===== config.mk =====
export PLATFORM = sky130hd
export DESIGN_NAME = ddvc_cordic_stage
export DESIGN_NICKNAME = d
export VERILOG_FILES = /design/src/sv/ddvc_pkg.sv /design/src/sv/ddvc_cordic_stage.sv
export SDC_FILE = /design/constraint.sdc
export NUM_CORES = 1
export LEC_CHECK = 0
export ABC_CLOCK_PERIOD_IN_PS = 3140
export BUFFER_PORTS_ARGS = -buffer_cell sky130_fd_sc_hd__buf_4
export CAP_MARGIN = 20
export CORE_ASPECT_RATIO = 2
export CORE_MARGIN = 8
export CORE_UTILIZATION = 49
export CTS_CLUSTER_DIAMETER = 50
export CTS_CLUSTER_SIZE = 28
export DETAILED_ROUTE_END_ITERATION = 8
export PLACE_DENSITY = 0.77
export SYNTH_ARGS = -nofsm -noshare
export SYNTH_HDL_FRONTEND = slang
export SYNTH_SLANG_ARGS = --single-unit
export TNS_END_PERCENT = 5

===== constraint.sdc =====
create_clock -name clock -period 3.14 [get_ports clock]
set_clock_uncertainty 0.05 [all_clocks]
set_input_delay 0.628 -clock clock [delete_from_list [all_inputs] [get_ports clock]]
set_output_delay 0.628 -clock clock [all_outputs]
set_load 0.01 [all_outputs]

===== src/sv/ddvc_pkg.sv =====
// Shared types, widths and constants for the differential drive velocity controller.
// No dependencies; imported by every other module of the block.
package ddvc_pkg;

   localparam int MAX_SPEED_DEF     = 125;
   localparam int CORDIC_STAGES_DEF = 16;
   localparam int ATAN_TABLE_LEN    = 24;

   // datapath widths
   localparam int XW  = 28;  // CORDIC x/y, covers 2^24 input plus gain growth
   localparam int ZW  = 18;  // CORDIC angle accumulator, Q5.13
   localparam int HW  = 16;  // heading converted to Q3.13
   localparam int AW  = 20;  // angle after heading subtraction

   // Q3.13 angle constants
   localparam int Q_PI      = 25736;
   localparam int Q_TWO_PI  = 51472;
   localparam int Q_HALF_PI = 12868;
   localparam int Q_DEG20   = 2860;

   localparam int HEAD_SCALE  = 51472;  // binary angle to Q3.13, divided by 2^16
   localparam int CORDIC_COMP = 39797;  // 1/K in Q16

   // configuration register map
   localparam int CSR_IDX_W = 2;
   localparam logic [CSR_IDX_W-1:0] CSR_VELOCITY_GAIN = 2'd0;
   localparam logic [CSR_IDX_W-1:0] CSR_ANGLE_GAIN    = 2'd1;
   localparam logic [15:0]          GAIN_RESET        = 16'd256;

   // per-item data that rides along the CORDIC chain
   typedef struct packed {
      logic          zero;            // error vector was zero
      logic          absolute_frame;
      logic          near_ball;
      logic [HW-1:0] head;            // heading, Q3.13
   } side_type;

   // rounded arctan(2^-i) in Q3.13
   function automatic int atan_q13(input int idx);
      int r;
      r = 0;
      case (idx)
         0:       r = 6434;
         1:       r = 3798;
         2:       r = 2007;
         3:       r = 1019;
         4:       r = 511;
         5:       r = 256;
         6:       r = 128;
         7:       r = 64;
         8:       r = 32;
         9:       r = 16;
         10:      r = 8;
         11:      r = 4;
         12:      r = 2;
         13:      r = 1;
         default: r = 0;
      endcase
      return r;
   endfunction

endpackage


===== src/sv/ddvc_cordic_stage.sv =====
// One registered CORDIC vectoring iteration (shift by SHIFT, table angle step).
// Depends on ddvc_pkg.
module ddvc_cordic_stage
   import ddvc_pkg::*;
#(
   parameter int SHIFT = 0
)
(
   input  logic                 clock,
   input  logic                 reset,
   input  logic                 in_valid,
   input  logic signed [XW-1:0] in_x,
   input  logic signed [XW-1:0] in_y,
   input  logic signed [ZW-1:0] in_z,
   input  side_type             in_side,
   output logic                 out_valid,
   output logic signed [XW-1:0] out_x,
   output logic signed [XW-1:0] out_y,
   output logic signed [ZW-1:0] out_z,
   output side_type             out_side
);

   localparam logic signed [ZW-1:0] ATAN = ZW'(atan_q13(SHIFT));

   logic                 valid_ff;
   logic signed [XW-1:0] x_ff, x_in;
   logic signed [XW-1:0] y_ff, y_in;
   logic signed [ZW-1:0] z_ff, z_in;
   side_type             side_ff;

   always_comb begin
      // y of zero counts as the positive side
      if (!in_y[XW-1]) begin
         x_in = in_x + (in_y >>> SHIFT);
         y_in = in_y - (in_x >>> SHIFT);
         z_in = in_z + ATAN;
      end else begin
         x_in = in_x - (in_y >>> SHIFT);
         y_in = in_y + (in_x >>> SHIFT);
         z_in = in_z - ATAN;
      end
   end

   always_ff @(posedge clock) begin
      if (reset) begin
         valid_ff <= 1'b0;
      end else begin
         valid_ff <= in_valid;
      end
      x_ff    <= x_in;
      y_ff    <= y_in;
      z_ff    <= z_in;
      side_ff <= in_side;
   end

   assign out_valid = valid_ff;
   assign out_x     = x_ff;
   assign out_y     = y_ff;
   assign out_z     = z_ff;
   assign out_side  = side_ff;

endmodule


==> results.yml <==
outcome:
  run_status: "finished clean"
route:
  via_count: 7309
  routed_wl_mm: 23.31
  drt.antenna.violating_nets: 0
  first_iter_violations: 435
  drc: 0
  wl_per_cell_um: 17.74
  viasPerCell: 5.562
  dr.pass1.iters: 5
global_route:
  overflow: 0
  antenna_found_initial: 0
  grt_pass1_vias: 7441
  grtUsageTotal: 0.2406
  grt_pass1_wl_mm: 36.79
  grt_max_degree: 64
clock_network:
  clkTransAtPathRegs_ns: 0.07
  cts_htree_levels: 3
  tritoncts: "done"
  numCtsBuffers: 9
  cts_root_buf: "clkbuf_16"
  cts_setup_buffers: 0
  post_cts_resized: 0
  clockBufferDepth: 2
  cts_sinks: 93
  hold_buffers: 0
power_and_ir_drop:
  peakVddDrop_uv: 346.6
  power_density_mw_per_mm2: 459.5
  p_leak_nw: 4.619
sta:
  worst_pin_slew_ns: 0.6928
  min_period_ns: 2.904
  slew_headroom: 0.5381
  slew_violations: 0
  setup_viol_count_final: 0
  finalHoldViolCount: 0
  final.period_utilization: 0.9249
  clock.fmax_ghz: 0.3443
  rsz0062_at_grt: "no"
die:
  die_area_mm2: 0.01921
  core_mm2: 0.01466
  chipWidth_um: 102.1
  start_util: 0.4955
  fp.dieH_um: 188.2
  rows: 63
  num_io_pins: 190
setup_path:
  crit_type: "primary input to register"
  slowest_delay_ns: 0.41
  cp_cell_sequence: "buf_4 > ha_1 > inv_1 > fa_1 > nor2_1 > o311ai_2 > a2111oi_4 > o21ai_2 > a31oi_4 > o211ai_2 > a221oi_2 > a21oi_1 > xor2_1"
  cp.required_ns: 3.32
  start_kind: "primary input"
  cp-end-kind: "register"
  crit_fanout: 3
  arrival_ns: 3.08
  worst_path_max_delay_cell: "a2111oi_4"
hold_path:
  hp-class: "primary input to register"
  whs_path_depth: 1
  holdCritStartpoint: "in_side[7]"
  hold_end: "out_side[7]"
yosys:
  syn_area_mm2: 0.007264
  syn_area_per_cell_um2: 8.321
  synthCells: 873
  synth.distinct_cells: 78
  post-synth-top-count-cell: "a21oi_1"
  yosys.area.top_type: "dfxtp_1"
  synth_commonest_cells: "a21oi_1, ha_1, dfxtp_1, inv_1, nor2_1"
  synthArstFlopShare: 0
  ys_ff_latch: 93
  ys_top_cells_by_area: "dfxtp_1, ha_1, a21oi_1"
  synth-main-ff-cell: "dfxtp_1"
  yosysTopAreaCellShare: 0.2563
  synth_edf_count: 0
  yosysWarningCount: 0
  synthesis.nets: 1069
  ys_seq_area_frac: 0.2563
final_layout:
  n_antenna_cell: 0
  layoutNonFillerInstCount: 1314
  area_delta_synth_final_pct: 32.14
  drive_gt1_frac: 0.2824
  post-route-util: 0.6547
  layout.nets: 1310
placed_design:
  hpwl_mm: 18.91
  numPortBuffers: 189
  dp_cells: 1298
  gp_congestion: 0.9633
flow_run:
  cap_viol_max_count: 0
worst max-delay path by stage:
stage	startpoint	to	slack [ns]	depth (start not counted)
2_1_floorplan	in_y[27]	out_z[17]	0.11	13
3_5_place_dp	in_x[0]	out_x[26]	-0.11	13
5_1_grt	in_x[0]	out_y[26]	0.05	13
6_report	in_x[0]	out_x[26]	0.24	13
4_1_cts	in_x[0]	out_x[26]	0.24	13
3_3_place_gp	in_x[0]	out_y[26]	-0.05	13
power breakdown:
part,switching [mW],internal [mW]
sequential,0.0746,1.41
clock,0.513,0.547
combinational,0.971,0.893
total,1.56,2.85
worst max-delay path: cells and delay by family:
| family | cells | cell delay (ns) |
|---|---|---|
| AOI/OAI and AO/OA | 7 | 1.41 |
| xor gates and xnor gates | 1 | 0.18 |
| adders and majority gates | 2 | 0.54 |
| buffers and inverters | 2 | 0.15 |
| and+or+nand+nor | 1 | 0.17 |
per-stage QoR:
stage / setup TNS, ns / cell area [um^2] / setup slack, ns / hold slack (ns) / total power [mW]
2_1_floorplan: 0 / 7266 / 0.1092 / 0.6057 / 2.509
3_3_place_gp: -0.1030 / 9323 / -0.05373 / 0.6828 / 3.334
3_5_place_dp: -0.5031 / 9323 / -0.1146 / 0.6836 / 3.362
4_1_cts: 0 / 9599 / 0.2446 / 0.3116 / 4.436
5_1_grt: 0 / 9599 / 0.04758 / 0.3063 / 4.656
6_report: 0 / 9599 / 0.2357 / 0.3238 / 4.411
final cells by class:
class / instances / area, um^2
Clock buffer: 10 / 229.0
Fill cell: 1266 / 5062
Multi-Input combinational cell: 660 / 4901
Timing Repair Buffer: 267 / 2004
Inverter: 83 / 311.5
Tap cell: 195 / 244.0
Clock inverter: 6 / 47.55
Sequential cell: 93 / 1862
layer usage:
metal / vias up / share of wire / track usage
li1: 3527 / - / -
met1: 3458 / 0.38 / 0.2646
met2: 281 / 0.53 / 0.4315
met3: 43 / 0.067 / 0.04621
met4: 0 / 0.027 / 0.09448
met5: - / 0 / 0
flip-flops by register name, indices dropped and copies added (netlist names):
register,flops
out_z,18
out_x,27
out_y,28
out_side,19
out_valid,1
cell families (layout without fill, tap and decap cells):
family,count (synthesis),after routing,synth area share
adders and majority gates,100,100,0.1764
buffers and inverters,120,366,0.06906
DFF,93,93,0.2563
AOI/OAI and AO/OA,273,273,0.2597
and+or+nand+nor,209,209,0.1424
muxes,12,12,0.01654
xor gates and xnor gates,66,66,0.07957
cells in the final DEF, fill, tap and decap left out, types with 18 or more instances in the layout:
master     n
nand2_1   42
buf_4    267
a21oi_1   98
a21o_1    18
o21ai_0   40
dfxtp_1   93
xnor2_1   54
inv_1     80
ha_1      96
nor2_1    71
Note: power is estimated with default switching activity, not from simulation.
