### config.mk
export PLATFORM = sky130hd
export DESIGN_NAME = ddvc_front
export DESIGN_NICKNAME = d
export VERILOG_FILES = /design/src/sv/ddvc_pkg.sv /design/src/sv/ddvc_front.sv
export SDC_FILE = /design/constraint.sdc
export NUM_CORES = 1
export LEC_CHECK = 0
export BUFFER_PORTS_ARGS = -buffer_cell sky130_fd_sc_hd__buf_2
export CAP_MARGIN = 20
export CORE_MARGIN = 3
export CORE_UTILIZATION = 49
export DETAILED_ROUTE_END_ITERATION = 10
export PLACE_DENSITY = 0.74
export SYNTH_ARGS = -nofsm -noshare
export SYNTH_HDL_FRONTEND = slang
export SYNTH_SLANG_ARGS = --single-unit
### constraint.sdc
create_clock -name clock -period 6.83 [get_ports clock]
set_clock_uncertainty 0.1 [all_clocks]
set_input_delay 0.3415 -clock clock [delete_from_list [all_inputs] [get_ports clock]]
set_output_delay 0.3415 -clock clock [all_outputs]
set_load 0.01 [all_outputs]
### src/sv/ddvc_pkg.sv
// Shared types, widths and constants for the differential drive velocity controller.
// No dependencies; imported by every other module of the block.
package ddvc_pkg;

   localparam int MAX_SPEED_DEF     = 125;
   localparam int CORDIC_STAGES_DEF = 16;
   localparam int ATAN_TABLE_LEN    = 24;

   // datapath widths
   localparam int XW  = 28;  // CORDIC x/y, covers 2^24 input plus gain growth
   localparam int ZW  = 18;  // CORDIC angle accumulator, Q5.13
   localparam int HW  = 16;  // heading converted to Q3.13
   localparam int AW  = 20;  // angle after heading subtraction

   // Q3.13 angle constants
   localparam int Q_PI      = 25736;
   localparam int Q_TWO_PI  = 51472;
   localparam int Q_HALF_PI = 12868;
   localparam int Q_DEG20   = 2860;

   localparam int HEAD_SCALE  = 51472;  // binary angle to Q3.13, divided by 2^16
   localparam int CORDIC_COMP = 39797;  // 1/K in Q16

   // configuration register map
   localparam int CSR_IDX_W = 2;
   localparam logic [CSR_IDX_W-1:0] CSR_VELOCITY_GAIN = 2'd0;
   localparam logic [CSR_IDX_W-1:0] CSR_ANGLE_GAIN    = 2'd1;
   localparam logic [15:0]          GAIN_RESET        = 16'd256;

   // per-item data that rides along the CORDIC chain
   typedef struct packed {
      logic          zero;            // error vector was zero
      logic          absolute_frame;
      logic          near_ball;
      logic [HW-1:0] head;            // heading, Q3.13
   } side_type;

   // rounded arctan(2^-i) in Q3.13
   function automatic int atan_q13(input int idx);
      int r;
      r = 0;
      case (idx)
         0:       r = 6434;
         1:       r = 3798;
         2:       r = 2007;
         3:       r = 1019;
         4:       r = 511;
         5:       r = 256;
         6:       r = 128;
         7:       r = 64;
         8:       r = 32;
         9:       r = 16;
         10:      r = 8;
         11:      r = 4;
         12:      r = 2;
         13:      r = 1;
         default: r = 0;
      endcase
      return r;
   endfunction

endpackage

### src/sv/ddvc_front.sv
// Front end: error vector, heading conversion and CORDIC pre-rotation, two register stages.
// Depends on ddvc_pkg.
module ddvc_front
   import ddvc_pkg::*;
(
   input  logic                 clock,
   input  logic                 reset,
   input  logic                 in_valid,
   input  logic signed [15:0]   target_vel_x,
   input  logic signed [15:0]   target_vel_y,
   input  logic signed [15:0]   measured_vel_x,
   input  logic signed [15:0]   measured_vel_y,
   input  logic [15:0]          heading,
   input  logic                 absolute_frame,
   input  logic                 near_ball,
   output logic                 out_valid,
   output logic signed [XW-1:0] out_x,
   output logic signed [XW-1:0] out_y,
   output logic signed [ZW-1:0] out_z,
   output side_type             out_side
);

   localparam logic [31:0] HEAD_ROUND = 32'd32768;

   // stage 1
   logic               v1_ff;
   logic signed [16:0] dx_ff, dx_in;
   logic signed [16:0] dy_ff, dy_in;
   logic [31:0]        hprod_ff, hprod_in;
   logic               abs1_ff, near1_ff;

   // stage 2
   logic               v2_ff;
   logic signed [XW-1:0] x_ff, x_in;
   logic signed [XW-1:0] y_ff, y_in;
   logic signed [ZW-1:0] z_ff, z_in;
   side_type           side_ff, side_in;
   logic [31:0]        hsum;
   logic signed [XW-1:0] xs, ys;

   always_comb begin
      dx_in    = {target_vel_x[15], target_vel_x} - {measured_vel_x[15], measured_vel_x};
      dy_in    = {target_vel_y[15], target_vel_y} - {measured_vel_y[15], measured_vel_y};
      hprod_in = 32'(heading) * 32'(HEAD_SCALE);
   end

   always_comb begin
      xs = {{(XW-25){dx_ff[16]}}, dx_ff, 8'b0};
      ys = {{(XW-25){dy_ff[16]}}, dy_ff, 8'b0};
      hsum = hprod_ff + HEAD_ROUND;
      // left half plane: turn by pi first
      if (dx_ff[16]) begin
         x_in = -xs;
         y_in = -ys;
         z_in = dy_ff[16] ? -ZW'(Q_PI) : ZW'(Q_PI);
      end else begin
         x_in = xs;
         y_in = ys;
         z_in = '0;
      end
      side_in.zero           = (dx_ff == '0) && (dy_ff == '0);
      side_in.absolute_frame = abs1_ff;
      side_in.near_ball      = near1_ff;
      side_in.head           = hsum[31:16];
   end

   always_ff @(posedge clock) begin
      if (reset) begin
         v1_ff <= 1'b0;
         v2_ff <= 1'b0;
      end else begin
         v1_ff <= in_valid;
         v2_ff <= v1_ff;
      end
      dx_ff    <= dx_in;
      dy_ff    <= dy_in;
      hprod_ff <= hprod_in;
      abs1_ff  <= absolute_frame;
      near1_ff <= near_ball;
      x_ff     <= x_in;
      y_ff     <= y_in;
      z_ff     <= z_in;
      side_ff  <= side_in;
   end

   assign out_valid = v2_ff;
   assign out_x     = x_ff;
   assign out_y     = y_ff;
   assign out_z     = z_ff;
   assign out_side  = side_ff;

endmodule

==> impl_metrics.toml <==
[outcome]
status = "completed"

[logic_synthesis]
synth.largest_area_cell = "sky130_fd_sc_hd__dfxtp_1"
mappedNetlistArea_sq_um = 7630
synth_warnings = 0
seq_area_frac_synth_pct = 30.7
synth_enable_flop_cells = 0
postSynthRegisterBits = 117
post_synth_inst_count = 804
ys_types = 58
dominantRegCellSynth = "sky130_fd_sc_hd__dfxtp_1"
ys_async_sr_fraction_pct = 0
synthesis.area_per_instance_sq_um = 9.49
synth_most_common_cell = "sky130_fd_sc_hd__ha_1"
post-synth-top-area-fraction_pct = 30.7
synth.top_cells.by_count = "123 x sky130_fd_sc_hd__ha_1, 119 x sky130_fd_sc_hd__inv_1, 117 x sky130_fd_sc_hd__dfxtp_1, 65 x sky130_fd_sc_hd__xnor2_1, 50 x sky130_fd_sc_hd__nor2_1"
synth_area_leaders = "sky130_fd_sc_hd__dfxtp_1 31%, sky130_fd_sc_hd__ha_1 20%, sky130_fd_sc_hd__fa_1 7.9%"

[cts]
clock_insertion_delay_worst_skew_ns = 0.40
htreeDepth = 4
clock_tree.root_cell = "sky130_fd_sc_hd__clkbuf_16"
cts.sink_count = 117
cts_tree = "built"
clkSlewWorstSetupHoldPaths_ns = 0.05
clock_tree.buffer_depth = 2
numCtsBuffers = 17

[power_and_ir_drop]
power.share.switching_pct = 34.2
power.share.sequential_pct = 32.6
power_density_relative_to_cell_area_nw_per_um2 = 345
cellLeakagePower_uw = 0.00470
total_switching_power_uw = 1080
power.total_uw = 3150
proportion_of_power_drawn_by_the_clock_network_pct = 28.1
combinational_share_of_power_pct = 39.4
power_report.internal_total_uw = 2080
ir_drop_mv = 0.149

[critical_path]
regToRegSetupSlack_ns = 4.32
end_kind = "flop"
ff2ff_path_depth = 5
crit_path_start = "heading[2]"
crit_path_cell_trace = "buf_2 -> ha_1 -> inv_1 -> fa_1 -> inv_1 -> fa_1 -> inv_1 -> fa_1 -> inv_1 -> ha_1 -> ha_1 -> and3_1 -> and3_1 -> a2111oi_4 -> o21ai_2 -> o31a_1 -> mux2i_1 -> a221oi_1"
reg2reg_to = "out_y[24]$_DFF_P_"
worst-endpoint-required_ns = 7.04
worstSetupStartpointType = "input port"
worstPathMaxFanout = 4
timing.critical_path.slowest_cell_delay_ns = 0.51
crit-reg2reg-launch = "dy_ff[6]$_DFF_P_"
critical_path.endpoint = "hprod_ff[31]$_DFF_P_"
crit_path_top_delay_cell = "sky130_fd_sc_hd__a2111oi_4"
crit_top_cell = "sky130_fd_sc_hd__inv_1"
arrival_ns = 4.76
timing.setup.critical_path_class = "input port to flop"

[grt]
globalRoute.totalOverflow = 0
vias_in_the_first_global_route = 5365
antenna_found_initial = 0
grt_first_pass_wirelength_mm = 23.7
grt_max_degree = 41
grtUsageTotal_pct = 17.3

[sta]
final-hold-violation-count = 0
final-setup-viol-count = 0
hold_ws_ns = 0.0641
rsz0062_at_grt = "no"
count_of_pins_over_their_slew_limit = 0
timing.final.ws_setup_ns = 2.28
worst_slew_pin_slew_ns = 0.512
finalWorstPathRequiredPeriod_ns = 4.55
fmax_ghz = 0.220
totalNegativeSetupSlack_ns = 0
slew_margin_rel_pct = 65.5
timing.final.crit_share_pct = 66.6

[min_path]
min_delay_path_depth = 2
worst_hold_path_type = "input port to flop"

[die]
num_io_pins = 179
die_w_microns = 131
design.core.area_sq_um = 14900
start_util_pct = 51.3
die-area_sq_um = 17100
die-height_microns = 131
core.rowCount = 44

[route]
detailedRoute.firstPassIterationCount = 5
detailroute.via_count = 5793
avgRoutedWirePerCell_microns = 12.5
drt-vias-per-instance = 4.97
drt_iter0_markers = 217
drc_violation_count_after_routing = 0
wirelength_mm = 14.6
antenna_left = 0

[final_layout]
area.growth.synth_to_final_pct = 19.8
antennaDiodeCount = 0
nNetsFinal = 1207
final_cell_count_without_fillers = 1166
post_route_cells_drive_above_1_share_pct = 20.5

[placed_design]
place.port_buffers = 159
dp_hpwl_mm = 12.1
dpl.cell_count = 1130
dpl_worst_slack_ns = 1.85
routability_cong = 0.833

[job]
cap_violations = 0
[stage by stage]
| stage | utilization, % | area (sq um) |
|---|---|---|
| 6_report | 61.5 | 9140 |
| 5_1_grt | 61.5 | 9140 |
| 4_1_cts | 61.3 | 9120 |
| 3_5_place_dp | 57.0 | 8480 |
| 3_3_place_gp | 57.0 | 8480 |
| 2_1_floorplan | - | 7710 |
[how the worst min path moves through the flow]
stage,from,to,slack (ns)
after floorplan,near1_ff$_DFF_P_,out_side[16]$_DFF_P_,0.21
after global placement,near1_ff$_DFF_P_,out_side[16]$_DFF_P_,0.21
after detailed placement,abs1_ff$_DFF_P_,out_side[17]$_DFF_P_,0.22
after CTS,in_valid,v1_ff$_SDFF_PP0_,0.05
after global routing,in_valid,v1_ff$_SDFF_PP0_,0.06
final,in_valid,v1_ff$_SDFF_PP0_,0.06
[routing by layer]
layer	up-vias	share of wire [%]	track usage (%)
met4	0	1.8	5.57
met1	2615	43	20.4
li1	2996	-	-
met3	21	4.6	3.70
met5	-	0	0
met2	161	50	31.1
[critical path: cells and delay by family]
family | cells | cell delay, ns
muxes | 1 | 0.13
and+or+nand+nor | 2 | 0.41
AOI/OAI and AO/OA | 4 | 1.16
buffers and inverters | 5 | 0.32
adders and majority gates | 6 | 2.38
[power by group through the flow]
stage	clock network, uW	logic (uW)	registers [uW]
4_1_cts	907	1250	1030
6_report	886	1240	1030
3_5_place_dp	0	1230	1050
5_1_grt	942	1430	1050
2_1_floorplan	0	850	1090
3_3_place_gp	0	1210	1050
[timing repair]
item,in CTS,in global routing
hold endpoints to repair,4,0
buffers inserted,0,0
resized for setup,0,0
hold buffers,3,0
[flip-flops by register name (all words and copies together), names as in the netlist]
signal,cells
abs1_ff,1
dx_ff,17
dy_ff,17
hprod_ff,17
near1_ff,1
out_side,19
out_valid,1
out_x,20
out_y,20
out_z,3
v1_ff,1
[cell usage in the layout, fill, tap and decap left out, drive strengths merged, types with 14 or more instances in the layout]
cell type,Yosys,routed
fa,30,30
buf,31,160
a21oi,22,22
o21ai,36,36
xor2,15,15
ha,123,123
nand3,14,14
nand2,31,31
xnor2,65,65
inv,119,121
conb,1,22
dfxtp,117,117
nor2,50,50
clkbuf,7,18
[cells by family (layout without fill, tap and decap cells)]
group	Yosys count	count (layout)	synth area share, %
mux	1	1	0.131
buf+inv	157	314	9.25
flops	117	117	30.7
other cells	1	22	0.0491
simple gates	161	161	10.5
fa+ha+maj	153	153	28.0
compound gates	134	134	12.2
xor+xnor	80	80	9.18
[cell type report]
class	instances	area, sq um
clock buffer	18	429
clock inverter	14	179
fill	1274	5720
inverter	119	447
multi-input combinational	551	4660
sequential	117	2340
tap	184	230
timing repair buffer	163	853
Power figures use the tool's default switching activity.
