## config.mk

```make
export PLATFORM = sky130hd
export DESIGN_NAME = ddvc_steer
export DESIGN_NICKNAME = d
export VERILOG_FILES = /design/src/sv/ddvc_pkg.sv /design/src/sv/ddvc_steer.sv
export SDC_FILE = /design/constraint.sdc
export NUM_CORES = 2
export LEC_CHECK = 0
export ABC_CLOCK_PERIOD_IN_PS = 11300
export BUFFER_PORTS_ARGS = -buffer_cell sky130_fd_sc_hd__buf_2
export CORE_ASPECT_RATIO = 0.8
export CORE_MARGIN = 4
export CORE_UTILIZATION = 55
export DETAILED_ROUTE_END_ITERATION = 10
export HOLD_SLACK_MARGIN = 0.08
export PLACE_DENSITY_LB_ADDON = 0.2
export SLEW_MARGIN = 20
export SYNTH_ARGS = -nofsm -noshare
export SYNTH_HDL_FRONTEND = slang
export SYNTH_SLANG_ARGS = --single-unit
```

## constraint.sdc

```tcl
create_clock -name clock -period 11.3 [get_ports clock]
set_clock_uncertainty 0.05 [all_clocks]
set_input_delay 2.26 -clock clock [delete_from_list [all_inputs] [get_ports clock]]
set_output_delay 2.26 -clock clock [all_outputs]
set_load 0.05 [all_outputs]
```

## src/sv/ddvc_pkg.sv

```systemverilog
// Shared types, widths and constants for the differential drive velocity controller.
// No dependencies; imported by every other module of the block.
package ddvc_pkg;

   localparam int MAX_SPEED_DEF     = 125;
   localparam int CORDIC_STAGES_DEF = 16;
   localparam int ATAN_TABLE_LEN    = 24;

   // datapath widths
   localparam int XW  = 28;  // CORDIC x/y, covers 2^24 input plus gain growth
   localparam int ZW  = 18;  // CORDIC angle accumulator, Q5.13
   localparam int HW  = 16;  // heading converted to Q3.13
   localparam int AW  = 20;  // angle after heading subtraction

   // Q3.13 angle constants
   localparam int Q_PI      = 25736;
   localparam int Q_TWO_PI  = 51472;
   localparam int Q_HALF_PI = 12868;
   localparam int Q_DEG20   = 2860;

   localparam int HEAD_SCALE  = 51472;  // binary angle to Q3.13, divided by 2^16
   localparam int CORDIC_COMP = 39797;  // 1/K in Q16

   // configuration register map
   localparam int CSR_IDX_W = 2;
   localparam logic [CSR_IDX_W-1:0] CSR_VELOCITY_GAIN = 2'd0;
   localparam logic [CSR_IDX_W-1:0] CSR_ANGLE_GAIN    = 2'd1;
   localparam logic [15:0]          GAIN_RESET        = 16'd256;

   // per-item data that rides along the CORDIC chain
   typedef struct packed {
      logic          zero;            // error vector was zero
      logic          absolute_frame;
      logic          near_ball;
      logic [HW-1:0] head;            // heading, Q3.13
   } side_type;

   // rounded arctan(2^-i) in Q3.13
   function automatic int atan_q13(input int idx);
      int r;
      r = 0;
      case (idx)
         0:       r = 6434;
         1:       r = 3798;
         2:       r = 2007;
         3:       r = 1019;
         4:       r = 511;
         5:       r = 256;
         6:       r = 128;
         7:       r = 64;
         8:       r = 32;
         9:       r = 16;
         10:      r = 8;
         11:      r = 4;
         12:      r = 2;
         13:      r = 1;
         default: r = 0;
      endcase
      return r;
   endfunction

endpackage

```

## src/sv/ddvc_steer.sv

```systemverilog
// Back end: magnitude scaling, heading and half-turn correction, gain products,
// forward cap and saturation, seven register stages. Depends on ddvc_pkg.
module ddvc_steer
   import ddvc_pkg::*;
#(
   parameter int MAX_SPEED = MAX_SPEED_DEF
)
(
   input  logic                 clock,
   input  logic                 reset,
   input  logic                 in_valid,
   input  logic signed [XW-1:0] in_x,
   input  logic signed [ZW-1:0] in_z,
   input  side_type             in_side,
   input  logic [15:0]          velocity_gain,
   input  logic [15:0]          angle_gain,
   output logic                 out_valid,
   output logic signed [15:0]   left_speed,
   output logic signed [15:0]   right_speed
);

   localparam int MW = 19;   // signed magnitude
   localparam int VW = 28;   // rounded forward term
   localparam int TW = 12;   // rounded turn term

   localparam logic [42:0]          MAG_ROUND  = 43'd1 << 23;
   localparam logic signed [32:0]   TURN_ROUND = 33'sd1 <<< 20;
   localparam logic signed [35:0]   VEL_ROUND  = 36'sd128;
   localparam logic signed [VW:0]   MAX_Q      = (VW+1)'(MAX_SPEED);
   localparam logic signed [AW-1:0] PI_A       = AW'(Q_PI);
   localparam logic signed [AW-1:0] TWO_PI_A   = AW'(Q_TWO_PI);
   localparam logic signed [AW-1:0] HALF_PI_A  = AW'(Q_HALF_PI);
   localparam logic signed [15:0]   DEG20_A    = 16'(Q_DEG20);

   function automatic logic signed [AW-1:0] wrap(input logic signed [AW-1:0] a);
      logic signed [AW-1:0] r;
      r = a;
      for (int k = 0; k < 2; k++) begin
         if (r > PI_A) begin
            r = r - TWO_PI_A;
         end else if (r < -PI_A) begin
            r = r + TWO_PI_A;
         end
      end
      return r;
   endfunction

   function automatic logic signed [15:0] sat16(input logic signed [VW+1:0] v);
      logic signed [15:0] r;
      if (v > (VW+2)'(32767)) begin
         r = 16'sh7FFF;
      end else if (v < -(VW+2)'(32768)) begin
         r = 16'sh8000;
      end else begin
         r = v[15:0];
      end
      return r;
   endfunction

   function automatic logic signed [VW-1:0] fwd5_in_gate(input logic f,
                                                          input logic signed [VW-1:0] v);
      return f ? v : '0;
   endfunction

   logic [6:0] valid_ff;

   // s1
   logic [42:0]          mprod_ff, mprod_in;
   logic signed [AW-1:0] ang1_ff, ang1_in;
   logic                 zero1_ff, near1_ff;
   // s2
   logic signed [MW-1:0] mag2_ff, mag2_in;
   logic signed [AW-1:0] ang2_ff, ang2_in;
   logic                 near2_ff;
   logic [42:0]          msum;
   // s3
   logic signed [MW-1:0] mag3_ff, mag3_in;
   logic signed [15:0]   ang3_ff, ang3_in;
   logic                 fwd3_ff, fwd3_in;
   logic                 behind;
   logic signed [AW-1:0] flipped;
   // s4
   logic signed [32:0]   tprod_ff, tprod_in;
   logic signed [35:0]   vprod_ff, vprod_in;
   logic                 fwd4_ff;
   // s5
   logic signed [TW-1:0] turn5_ff, turn5_in;
   logic [TW-1:0]        aturn5_ff, aturn5_in;
   logic signed [VW-1:0] vel5_ff, vel5_in;
   logic                 fwd5_ff;
   logic signed [32:0]   tsum;
   logic signed [35:0]   vsum;
   // s6
   logic signed [VW:0]   vel6_ff, vel6_in;
   logic signed [TW-1:0] turn6_ff;
   logic signed [VW:0]   capsum;
   // s7
   logic signed [15:0]   left_ff, left_in;
   logic signed [15:0]   right_ff, right_in;

   always_comb begin
      // s1: magnitude product, heading subtraction; zero vector gives CORDIC angle 0
      mprod_in = 43'(in_x[XW-2:0]) * 43'(CORDIC_COMP);
      ang1_in  = (in_side.zero ? '0 : AW'(in_z))
               - (in_side.absolute_frame ? AW'({1'b0, in_side.head}) : '0);

      // s2
      msum    = mprod_ff + MAG_ROUND;
      mag2_in = zero1_ff ? '0 : $signed(msum[24+MW-1:24]);
      ang2_in = wrap(ang1_ff);

      // s3: error behind the robot turns half a revolution, drives backwards
      behind  = (ang2_ff > HALF_PI_A) || (ang2_ff < -HALF_PI_A);
      flipped = wrap(ang2_ff + PI_A);
      if (behind) begin
         mag3_in = -mag2_ff;
         ang3_in = flipped[15:0];
      end else begin
         mag3_in = mag2_ff;
         ang3_in = ang2_ff[15:0];
      end
      fwd3_in = ((ang3_in < DEG20_A) && (ang3_in > -DEG20_A)) || near2_ff;

      // s4
      tprod_in = 33'(ang3_ff) * $signed({17'b0, angle_gain});
      vprod_in = 36'(mag3_ff) * $signed({20'b0, velocity_gain});

      // s5: round half up, absolute turn, forward term zeroed unless forward flag set
      tsum      = tprod_ff + TURN_ROUND;
      turn5_in  = tsum[32:21];
      aturn5_in = turn5_in[TW-1] ? TW'(-turn5_in) : TW'(turn5_in);
      vsum      = vprod_ff + VEL_ROUND;
      vel5_in   = fwd5_in_gate(fwd4_ff, vsum[35:8]);

      // s6: cap the forward term so forward plus turn stays within the limit
      capsum  = (VW+1)'(vel5_ff) + $signed({{(VW+1-TW){1'b0}}, aturn5_ff});
      if (fwd5_ff && (capsum > MAX_Q)) begin
         vel6_in = MAX_Q - $signed({{(VW+1-TW){1'b0}}, aturn5_ff});
      end else begin
         vel6_in = (VW+1)'(vel5_ff);
      end

      // s7
      left_in  = sat16((VW+2)'(vel6_ff) - (VW+2)'(turn6_ff));
      right_in = sat16((VW+2)'(vel6_ff) + (VW+2)'(turn6_ff));
   end

   always_ff @(posedge clock) begin
      if (reset) begin
         valid_ff <= '0;
      end else begin
         valid_ff <= {valid_ff[5:0], in_valid};
      end
      mprod_ff  <= mprod_in;
      ang1_ff   <= ang1_in;
      zero1_ff  <= in_side.zero;
      near1_ff  <= in_side.near_ball;
      mag2_ff   <= mag2_in;
      ang2_ff   <= ang2_in;
      near2_ff  <= near1_ff;
      mag3_ff   <= mag3_in;
      ang3_ff   <= ang3_in;
      fwd3_ff   <= fwd3_in;
      tprod_ff  <= tprod_in;
      vprod_ff  <= vprod_in;
      fwd4_ff   <= fwd3_ff;
      turn5_ff  <= turn5_in;
      aturn5_ff <= aturn5_in;
      vel5_ff   <= vel5_in;
      fwd5_ff   <= fwd4_ff;
      vel6_ff   <= vel6_in;
      turn6_ff  <= turn5_ff;
      left_ff   <= left_in;
      right_ff  <= right_in;
   end

   assign out_valid   = valid_ff[6];
   assign left_speed  = left_ff;
   assign right_speed = right_ff;

endmodule

```

==> summary.txt <==
Yosys
  – Yosys warns: 0
  – Syn Std Cell Area: 0.0436 sq mm
  – Post-synthesis sequential element count: 292
  – Area share of the largest cell type after synthesis: 31.8%
  – Most area-consuming cells after synthesis: fa_1 (32%), ha_1 (14%), dfxtp_1 (13%), inv_1 (8.3%), nand2_1 (4.1%)
  – Synthesized instance count: 4871
  – Syn_area_per_cell: 8.94 sq um
  – Synth unique cells: 100
  – EDFF count, synth: 0
  – Seq/Total Area, Yosys: 13.4%
  – Asr flop ratio synth: 0%
  – Synth area leader: fa_1
  – Predominant post-synthesis flop cell: dfxtp_1
  – Syn_nets: 6139

Route
  – Number of remaining DRC errors: 0
  – Starting DRC count in detailed routing: 1729
  – Vias: 32000
  – Vias per cell: 5.38
  – First drt pass iteration count: 5
  – Wire length per cell: 16.2 um
  – Post-route ant nets: 0
  – Routed Wire Length: 96100 um

Global route
  – Largest net degree at the start of global routing: 30
  – GRT Overall Usage: 23.9%
  – Total gr overflow: 0
  – First-pass GRT wire length: 165000 um
  – Vias in the first global route: 33100
  – Initial antenna violation count: 0

Timing
  – Hold Fails Final Rpt: 0
  – Setup ws final: 2040 ps
  – Setup TNS: 0 ps
  – Max Fclk: 108 MHz
  – Max-slew violations: 0
  – Final period utilization: 82.0%
  – Least-Margin Pin Slew: 1020 ps
  – Final setup fails: 0
  – Relative slew slack: 29.9%
  – RSZ-0062 raised after global routing: false
  – Fin crit period: 9260 ps

Die
  – Die area: 0.0838 sq mm
  – CORE AREA: 0.0786 sq mm
  – Die H: 260 um
  – Row cnt: 92
  – Initial core utilization: 55.4%
  – Die width: 323 um
  – I/O Pins: 133

Critical path
  – Slowest CP cell: fa_1
  – Family with the most delay on the worst path: adder cells
  – Data required, critical path: 11710 ps
  – CP Launch Type: input port
  – Crit-path max cell delay: 530 ps
  – Critical Path Most Common Cell: fa_1
  – Worst-path maximum fanout: 8
  – Buffers and inverters on the worst path: 3
  – Crit Path Category: in -> reg
  – Worst EP arrival: 9670 ps
  – Crit. End Element: register

Place
  – # port buffers: 131
  – Routability congestion estimate: 0.903
  – Post-DP HPWL: 77700 um
  – Dpl ws: 1500 ps
  – DP Area: 0.0449 sq mm
  – Placed cell count: 5883

Clocking
  – CTS max path bufs: 3
  – Clock slew at reported path FFs: 60 ps
  – Clock Latency Late Sink: 550 ps
  – Setup bufs post-CTS: 0
  – CTS Hold Bufs: 0
  – Post-CTS sizing: 0
  – Num CTS Buffers: 34
  – CTS tree: done
  – CTS HTree Levels: 2
  – Clock root buffer master: clkbuf_16
  – # clock sinks: 292

Flow run
  – Maxcap violations: 0

Cells and area
  – Final nets: 6153
  – Post-route cell area: 0.0462 sq mm
  – Synth-to-Final Area Change: 6.07%
  – Non-filler instance count after layout: 5944
  – ANT cells: 0
  – Share of cells above drive strength 1: 5.17%

Run status
  – Status: complete, no violations

Worst hold path
  – Worst Hold Class: reg -> reg
metrics by stage:
step | hold slack (ps) | util [%]
2_1_floorplan | 260 | -
3_3_place_gp | 262 | 57.2
3_5_place_dp | 262 | 57.2
4_1_cts | 277 | 58.8
5_1_grt | 282 | 58.8
6_report | 276 | 58.8
cell type report:
type | instances | area, sq um
flip-flops and latches | 292 | 5850
repair buffers | 136 | 693
well taps | 1034 | 1290
fillers | 7060 | 32400
clock inverters | 19 | 289
inverters | 961 | 3610
clock buffers | 42 | 975
multi-input cells | 3460 | 33500
logic make-up (layout without fill, tap and decap cells):
| kind of cell | count (synthesis) | in the layout | share of synthesized area, % |
|---|---|---|---|
| and+or+nand+nor | 1406 | 1406 | 16.0 |
| DFF | 292 | 292 | 13.4 |
| xor gates and xnor gates | 252 | 252 | 5.12 |
| muxes | 20 | 20 | 0.497 |
| buffers and inverters | 1119 | 1158 | 9.71 |
| adders and majority gates | 1168 | 1168 | 45.5 |
| AOI/OAI and AO/OA | 614 | 614 | 9.82 |
cell usage in the layout, fill, tap and decap left out, types with 48 or more instances in the layout:
cell type / Yosys / final
a21oi_1: 132 / 132
and2_1: 261 / 261
buf_2: 7 / 131
dfxtp_1: 292 / 292
fa_1: 692 / 692
ha_1: 476 / 476
inv_1: 961 / 961
nand2_1: 473 / 473
nand3_1: 81 / 80
nor2_1: 229 / 229
nor2b_1: 48 / 48
nor3_1: 81 / 81
o21ai_0: 109 / 109
xnor2_1: 192 / 192
xor2_1: 57 / 57
per-layer routing:
layer  vias to the layer above  wire length, um  share of wire, %  GRT usage (%)
met2                       785            42900                45           38.1
met5                         -                0                 0              0
met3                       102             5880               6.1           3.73
met1                     15600            46000                48           35.1
met4                         0             1280               1.3           4.16
li1                      15500                -                 -              -
path summary, 6_finish.rpt:
check,startpoint,to,slack [ps],depth (start not counted)
worst max register to register,mag3_ff[8],vprod_ff[34],3560,25
worst min-delay path,turn5_ff[6],turn6_ff[6],280,0
worst min register to register,turn5_ff[6],turn6_ff[6],280,0
worst max-delay path,in_x[12],mprod_ff[42],2040,26
synth_stat cells, types with 9 or more instances:
master	number
a211oi_1	17
a21boi_0	21
a21o_1	47
a21oi_1	132
a31oi_1	40
a41o_1	9
and2_1	261
and3_1	46
and4_1	12
clkbuf_1	141
dfxtp_1	292
fa_1	692
ha_1	476
inv_1	961
mux2_2	12
nand2_1	473
nand2b_1	43
nand3_1	81
nand4_1	33
nor2_1	229
nor2b_1	48
nor3_1	81
nor4_1	20
o211ai_1	15
o21a_1	21
o21ai_0	109
o21bai_1	23
o22ai_1	21
o31ai_1	12
or2_2	9
or3_1	29
xnor2_1	192
xor2_1	57
flip-flops by register name, summed over array words and instances, names as in the netlist, 19 cells and up:
name,cells
vprod_ff,29
vel5_ff,28
ang2_ff,20
mag2_ff,19
vel6_ff,28
ang1_ff,20
mag3_ff,19
mprod_ff,20
Power is left out: the tool's default activity adds up to more than one toggle a clock period on the data nets, which glitch-free logic cannot reach.
